**config.mk**
```make
export PLATFORM = sky130hd
export DESIGN_NAME = idwt97_mac
export DESIGN_NICKNAME = d
export VERILOG_FILES = /design/src/rtl/core/idwt97_pkg.sv /design/src/rtl/core/idwt97_mac.sv
export SDC_FILE = /design/constraint.sdc
export NUM_CORES = 1
export LEC_CHECK = 0
export ABC_AREA = 1
export BUFFER_PORTS_ARGS = -buffer_cell sky130_fd_sc_hd__buf_2
export CAP_MARGIN = 40
export CORE_ASPECT_RATIO = 0.7
export CORE_MARGIN = 2
export CORE_UTILIZATION = 45
export DETAILED_ROUTE_END_ITERATION = 8
export PLACE_DENSITY = 0.63
export SYNTH_ARGS = -nofsm -noshare
export SYNTH_HDL_FRONTEND = slang
export SYNTH_SLANG_ARGS = --single-unit
```
**constraint.sdc**
```tcl
create_clock -name clock -period 7.45 [get_ports clock]
set_input_delay 1.49 -clock clock [delete_from_list [all_inputs] [get_ports clock]]
set_output_delay 1.49 -clock clock [all_outputs]
set_load 0.02 [all_outputs]
```
**src/rtl/core/idwt97_pkg.sv**
```systemverilog
`default_nettype none

package idwt97_pkg;

   localparam int SAMPLE_W = 20;
   localparam int TAP_W    = 16;
   localparam int PROD_W   = SAMPLE_W + TAP_W;
   localparam int ACC_W    = PROD_W + 4;
   localparam int IDX_W    = 6;
   localparam int SIDE_W   = 7;
   localparam int ADDR_W   = 2 * IDX_W;
   localparam int STORE_DEPTH = 1 << ADDR_W;
   localparam int LINE_DEPTH  = 1 << IDX_W;
   localparam int TAP_COUNT   = 16;
   localparam int LOW_COUNT   = 7;
   localparam int ROUND_SHIFT = 14;

   localparam logic [SIDE_W-1:0] SIDE_MIN   = 7'd8;
   localparam logic [SIDE_W-1:0] SIDE_MAX   = 7'd64;
   localparam logic [SIDE_W-1:0] SIDE_RESET = 7'd64;

   // Tap step counter: issue on 0..15, drain on 16..17, write back on the last
   localparam logic [4:0] STEP_ISSUE_END = 5'd16;
   localparam logic [4:0] STEP_WRITE     = 5'd18;

   localparam logic [1:0] CMD_WRITE = 2'd0;
   localparam logic [1:0] CMD_RUN   = 2'd1;
   localparam logic [1:0] CMD_READ  = 2'd2;

   typedef enum logic [2:0] {
      ST_IDLE,
      ST_LOAD,
      ST_FILT,
      ST_ACK,
      ST_RD_ADDR,
      ST_RD_DATA
   } state_type;

   typedef struct packed {
      logic issue;
      logic clear;
   } mac_ctrl_type;

   // Q1.14 synthesis taps: low filter on steps 0..6, high filter on steps 7..15
   function automatic logic signed [TAP_W-1:0] tap_value(input logic [3:0] step);
      logic signed [TAP_W-1:0] v;
      begin
         unique case (step)
            4'd0:  v = -16'sd1495;
            4'd1:  v = -16'sd943;
            4'd2:  v = 16'sd9687;
            4'd3:  v = 16'sd18270;
            4'd4:  v = 16'sd9687;
            4'd5:  v = -16'sd943;
            4'd6:  v = -16'sd1495;
            4'd7:  v = 16'sd438;
            4'd8:  v = 16'sd276;
            4'd9:  v = -16'sd1282;
            4'd10: v = -16'sd4401;
            4'd11: v = 16'sd9879;
            4'd12: v = -16'sd4401;
            4'd13: v = -16'sd1282;
            4'd14: v = 16'sd276;
            4'd15: v = 16'sd438;
            default: v = '0;
         endcase
         tap_value = v;
      end
   endfunction

endpackage

`default_nettype wire

```
**src/rtl/core/idwt97_mac.sv**
```systemverilog
`default_nettype none

module idwt97_mac (
   input  wire logic                                      clock,
   input  wire logic signed [idwt97_pkg::SAMPLE_W-1:0]    operand,
   input  wire logic signed [idwt97_pkg::TAP_W-1:0]       tap,
   input  wire idwt97_pkg::mac_ctrl_type                  ctrl,
   output logic signed [idwt97_pkg::SAMPLE_W-1:0]         result
);

   localparam int SHIFTED_W = idwt97_pkg::ACC_W - idwt97_pkg::ROUND_SHIFT;

   logic                                         issue_ff;
   logic                                         add_ff;
   logic signed [idwt97_pkg::PROD_W-1:0]         prod_ff;
   logic signed [idwt97_pkg::ACC_W-1:0]          acc_ff;
   logic signed [idwt97_pkg::ACC_W-1:0]          acc_in;
   logic signed [idwt97_pkg::ACC_W-1:0]          biased;
   logic signed [SHIFTED_W-1:0]                  shifted;
   logic signed [SHIFTED_W-1:0]                  sat_hi;
   logic signed [SHIFTED_W-1:0]                  sat_lo;

   always_ff @(posedge clock) begin
      issue_ff <= ctrl.issue;
      add_ff   <= issue_ff;
      prod_ff  <= operand * tap;
      acc_ff   <= acc_in;
   end

   always_comb begin
      priority if (ctrl.clear) begin
         acc_in = '0;
      end else if (add_ff) begin
         acc_in = acc_ff + idwt97_pkg::ACC_W'(prod_ff);
      end else begin
         acc_in = acc_ff;
      end
   end

   // Round half up from Q.18 to Q.4, then saturate
   always_comb begin
      biased  = acc_ff + idwt97_pkg::ACC_W'(1 << (idwt97_pkg::ROUND_SHIFT - 1));
      shifted = SHIFTED_W'(biased >>> idwt97_pkg::ROUND_SHIFT);
      sat_hi  = SHIFTED_W'((1 << (idwt97_pkg::SAMPLE_W - 1)) - 1);
      sat_lo  = -sat_hi - SHIFTED_W'(1);
      priority if (shifted > sat_hi) begin
         result = idwt97_pkg::SAMPLE_W'(sat_hi);
      end else if (shifted < sat_lo) begin
         result = idwt97_pkg::SAMPLE_W'(sat_lo);
      end else begin
         result = idwt97_pkg::SAMPLE_W'(shifted);
      end
   end

endmodule

`default_nettype wire

```
* Word level (Yosys, flattened, before mapping) *
Index checks and enable logic that the tools add are counted.

storage, ports and cells
  register bits = 78
  input port bits = 39
  output and inout port bits = 20
  logic and storage cells = 11

operators by class
  add/subtract/negate cells = 2
  multipliers = 1
  magnitude comparators = 2
  mux-type cells = 2

operators by type and width
  operator                                                         number
  adder 40 x 15 -> 40 bit, second input constant                   1
  adder 40 x 36 -> 40 bit                                          1
  2-to-1 mux 20 bit                                                2
  multiplier 20 x 16 -> 36 bit                                     1
  greater-than comparator 26 x 20 -> 1 bit, second input constant  1
  < comparator 26 x 20 -> 1 bit, second input constant             1

* Depth between registers and ports, before layout *
  depth after elaboration = 4
  mapped depth = 27
  depth with buffers taken out = 25

* Worst setup path before layout *
Ideal clock, no wire load.

  path type = input -> register
  from = in tap[4] in the netlist's numbering
  to = reg prod_ff[35] in the netlist's numbering
  setup time = 0.124 ns
  arrival time = 6.681 ns
  data required time = 7.326 ns
  path slack = 0.644 ns
  stages = 20
  buffers on the path = 1
  cell sequence = clkbuf_1 nand2_1 inv_1 fa_1 fa_1 inv_1 fa_1 inv_1 fa_1 inv_1 fa_1 fa_1 inv_1 ha_1 nand3_1 nor2_1 inv_1 nor3_1 a21oi_1 xor2_1

between the ends
  cells in the longest elaborated chain, start to end = 1

RTL lines
  item                          line              text
  from (decl)                   idwt97_mac.sv:6   input wire logic signed [idwt97_pkg::TAP_W-1:0] tap,
  multiplier 20 x 16 -> 36 bit  idwt97_mac.sv:26  prod_ff <= operand * tap;
  to (signal assigned)          idwt97_mac.sv:26
  to (decl)                     idwt97_mac.sv:15  logic signed [idwt97_pkg::PROD_W-1:0] prod_ff;

No other way between the ends.
A chain may end at the register's enable or synchronous reset.

* Worst setup path in the final report *
  from = in tap[5] in the netlist's numbering
  to = reg prod_ff[27] in the netlist's numbering

The elaborated chain is that of the path after synthesis.

==> summary.txt <==
CTS
  • TritonCTS sink count: 78
  • Clock latency reported for the late side of the worst-skew pair: 0.37 ns
  • Post-CTS clock slew at the launch and capture registers of the worst setup and hold paths: 0.07 ns
  • Hold_buf cts: 0
  • CTS H-tree lvls: 3
  • Postcts setup bufs: 0
  • Clock buffers created by TritonCTS: 9
  • Clock root cell: sky130_fd_sc_hd__clkbuf_16
  • Max Root-Sink Buffers: 2
  • Clock tree from TritonCTS: done
  • Count of instances resized after the clock tree is built: 0

Yosys
  • Portion of netlist area occupied by mux cells: 0%
  • Post-synth design cell area: 18700 um^2
  • Library cell with the largest summed area after synthesis: sky130_fd_sc_hd__fa_1
  • Most frequent cell after synthesis: sky130_fd_sc_hd__inv_1
  • Xor and xnor area share after synthesis: 3.48%
  • Share of Yosys cell area claimed by the top area cell type: 34.2%
  • Post-synth EDFFs: 0
  • Synthesized-area fraction occupied by ao, oa, aoi and oai cells: 6.03%
  • Async set-reset flop share out of synthesis: 0%
  • Number of warnings reported in the yosys synthesis log: 0
  • Synthesized instance count: 2668
  • Main flop type after synthesis: sky130_fd_sc_hd__dfxtp_1
  • Commonest cells in the netlist: 756 x sky130_fd_sc_hd__inv_1, 691 x sky130_fd_sc_hd__nand2_1, 319 x sky130_fd_sc_hd__fa_1, 191 x sky130_fd_sc_hd__nor2_1, 130 x sky130_fd_sc_hd__ha_1
  • Dominant combinational cell family by area after synthesis: adder cells
  • Post-synthesis share of cell area spent on full adders, half adders and majority gates: 43.0%
  • Post-Syn Area per Cell: 6.99 um^2
  • Synthesized-area fraction occupied by and/or/nand/nor cells: 22.1%
  • Post-synthesis register bit count: 78
  • Fraction of the yosys area taken by sequential cells: 8.37%
  • Syn_nets: 3156
  • Count of different cell masters after synthesis: 41
  • Ranking of synthesized cells by area: sky130_fd_sc_hd__fa_1 34%, sky130_fd_sc_hd__inv_1 15%, sky130_fd_sc_hd__nand2_1 14%

Drt
  • Router iterations before antenna repair: 5
  • Routed Wire Length: 51200 um
  • Routed length per instance: 15.9 um
  • Vias after detailed routing: 16100
  • Initial detailed-routing violation count: 1285
  • Met3 WL post-DR: 4500 um
  • Vias/cell: 5.00
  • Highest routed metal layer: met4
  • Routed wl met2: 21300 um
  • Antenna-violating nets left: 0
  • DRC violation count after routing: 0
  • M1 wire length: 24900 um

Global routing
  • Pin count of the biggest net entering global routing: 46
  • Global-route usage over all layers: 25.5%
  • Total congestion overflow after global routing: 0
  • Initial antenna violation count: 0
  • First-pass GRT wire length: 85900 um
  • Number of global-route vias before repair: 16300

Placement
  • Final Wtd Congestion: 0.981
  • Half-perimeter wire length after detailed placement: 43900 um
  • Buffers on Ports: 58

STA
  • Slew Viols, Final: 0
  • Worst-margin pin slew: 0.846 ns
  • Worst slew margin relative to its limit: 43.6%
  • Min Clock Period, post-route: 7.07 ns
  • Highest clock rate: 141 MHz
  • Endpoints failing setup: 0
  • Post-route fraction of the period consumed by the critical path: 94.9%
  • Number of hold-slack violations in the final timing report: 0
  • Clock skew after layout: 0.0112 ns
  • Unrepaired setup endpoints after global routing: no
  • Sum of negative setup slack: 0 ns

Floorplan
  • Total number of placement rows: 62
  • Chip height: 174 um
  • # IOs: 59
  • Die outline area: 43100 um^2
  • Core box area: 41000 um^2
  • Initial Util: 45.5%
  • Die boundary width: 247 um

Critical path
  • Required arrival time at the worst endpoint: 7.70 ns
  • Cell occurring most often along the worst timing path: sky130_fd_sc_hd__fa_1
  • Maximum fanout encountered on the critical timing path: 20
  • Path type of the worst setup path: input port to flip-flop
  • Critical path, cell by cell: buf_2 -> nand2_1 -> inv_1 -> fa_1 -> fa_1 -> buf_12 -> fa_1 -> fa_1 -> fa_1 -> inv_1 -> fa_1 -> inv_1 -> ha_1 -> a21oi_1 -> o21ai_0 -> a21oi_1 -> nand3_1 -> xor2_1
  • Slowest cell on the critical path: sky130_fd_sc_hd__fa_1
  • Type of element capturing the critical path: flip-flop
  • Reg2reg setup slack: 4.09 ns
  • Category of the worst setup path launch point: input port
  • Signal arrival time at the worst endpoint: 7.33 ns
  • Longest individual stage delay on the worst path: 0.55 ns

Status
  • Outcome: complete, no violations

Final layout
  • Number of nets in the final layout: 3163
  • Fraction of layout instances using a drive strength above 1: 4.22%
  • ANT cells: 0
  • Area growth from synthesis to layout: 6.15%

Min path
  • Worst hold path class: flip-flop to flip-flop

Run
  • Number of max-cap violations: 0
[cells by family after synthesis]
family	count (synthesis)
and+or+nand+nor	1022
buffers and inverters	840
adders and majority gates	449
AOI/OAI and AO/OA	207
DFF	78
xor gates and xnor gates	72
[placed cells by master (no fill, tap or decap), drive strengths merged]
cell	count
inv	759
nand2	693
fa	319
nor2	194
ha	130
a21oi	99
nand3	82
dfxtp	78
buf	77
o21ai	75
xor2	60
nand4	26
nor3	17
xnor2	12
clkbuf	10
a21o	9
o21bai	9
or2	5
a21boi	5
a31oi	4
o21a	3
clkinv	3
nor4	2
o211ai	2
bufinv	2
and3	1
nand3b	1
and2	1
a211oi	1
clkinvlp	1
[flip-flops by register name, summed over array words and instances (netlist names)]
signal and flops:
acc_ff 40, prod_ff 36, add_ff 1, issue_ff 1
[final timing paths]
path | from | to | depth (start not counted)
worst min-delay path | issue_ff$_DFF_P_ | add_ff$_DFF_P_ | 0
worst min register to register | issue_ff$_DFF_P_ | add_ff$_DFF_P_ | 0
worst max register to register | acc_ff[0]$_SDFFE_PP0P_ | acc_ff[30]$_SDFFE_PP0P_ | 13
worst max-delay path | tap[5] | prod_ff[27]$_DFF_P_ | 18
[metal layers]
metal / track usage [%] / vias up
met3: 5.42 / 32
met5: 0 / -
li1: - / 7731
met1: 39.2 / 7834
met4: 2.97 / 0
met2: 37.6 / 526
[cell type report]
class / instances / area [um^2]
fillers: 4209 / 21200
multi-input cells: 1750 / 13900
inverters: 759 / 2850
flip-flops and latches: 78 / 1560
well taps: 544 / 681
repair buffers: 77 / 458
clock buffers: 10 / 239
clock inverters: 6 / 93.8
[critical path, delay by kind of cell]
family | cells | cell delay (ns)
buffers and inverters | 5 | 0.76
xor gates and xnor gates | 1 | 0.20
AOI/OAI and AO/OA | 3 | 0.96
adders and majority gates | 7 | 3.45
and+or+nand+nor | 2 | 0.45
[metrics by stage]
stage / instance area [um^2] / hold WS (ns) / setup slack, ns / util [%] / cells
after floorplan: 18700 / 0.310 / 0.644 / - / 2668
after global placement: 19500 / 0.314 / 0.0881 / 47.5 / 3208
after detailed placement: 19500 / 0.318 / 0.179 / 47.5 / 3208
after CTS: 19800 / 0.333 / 0.551 / 48.3 / 3224
after global routing: 19800 / 0.335 / 0.162 / 48.3 / 3224
final: 19800 / 0.329 / 0.376 / 48.3 / 3224
Power is left out: the tool's default activity adds up to more than one toggle a clock period on the data nets, which glitch-free logic cannot reach.
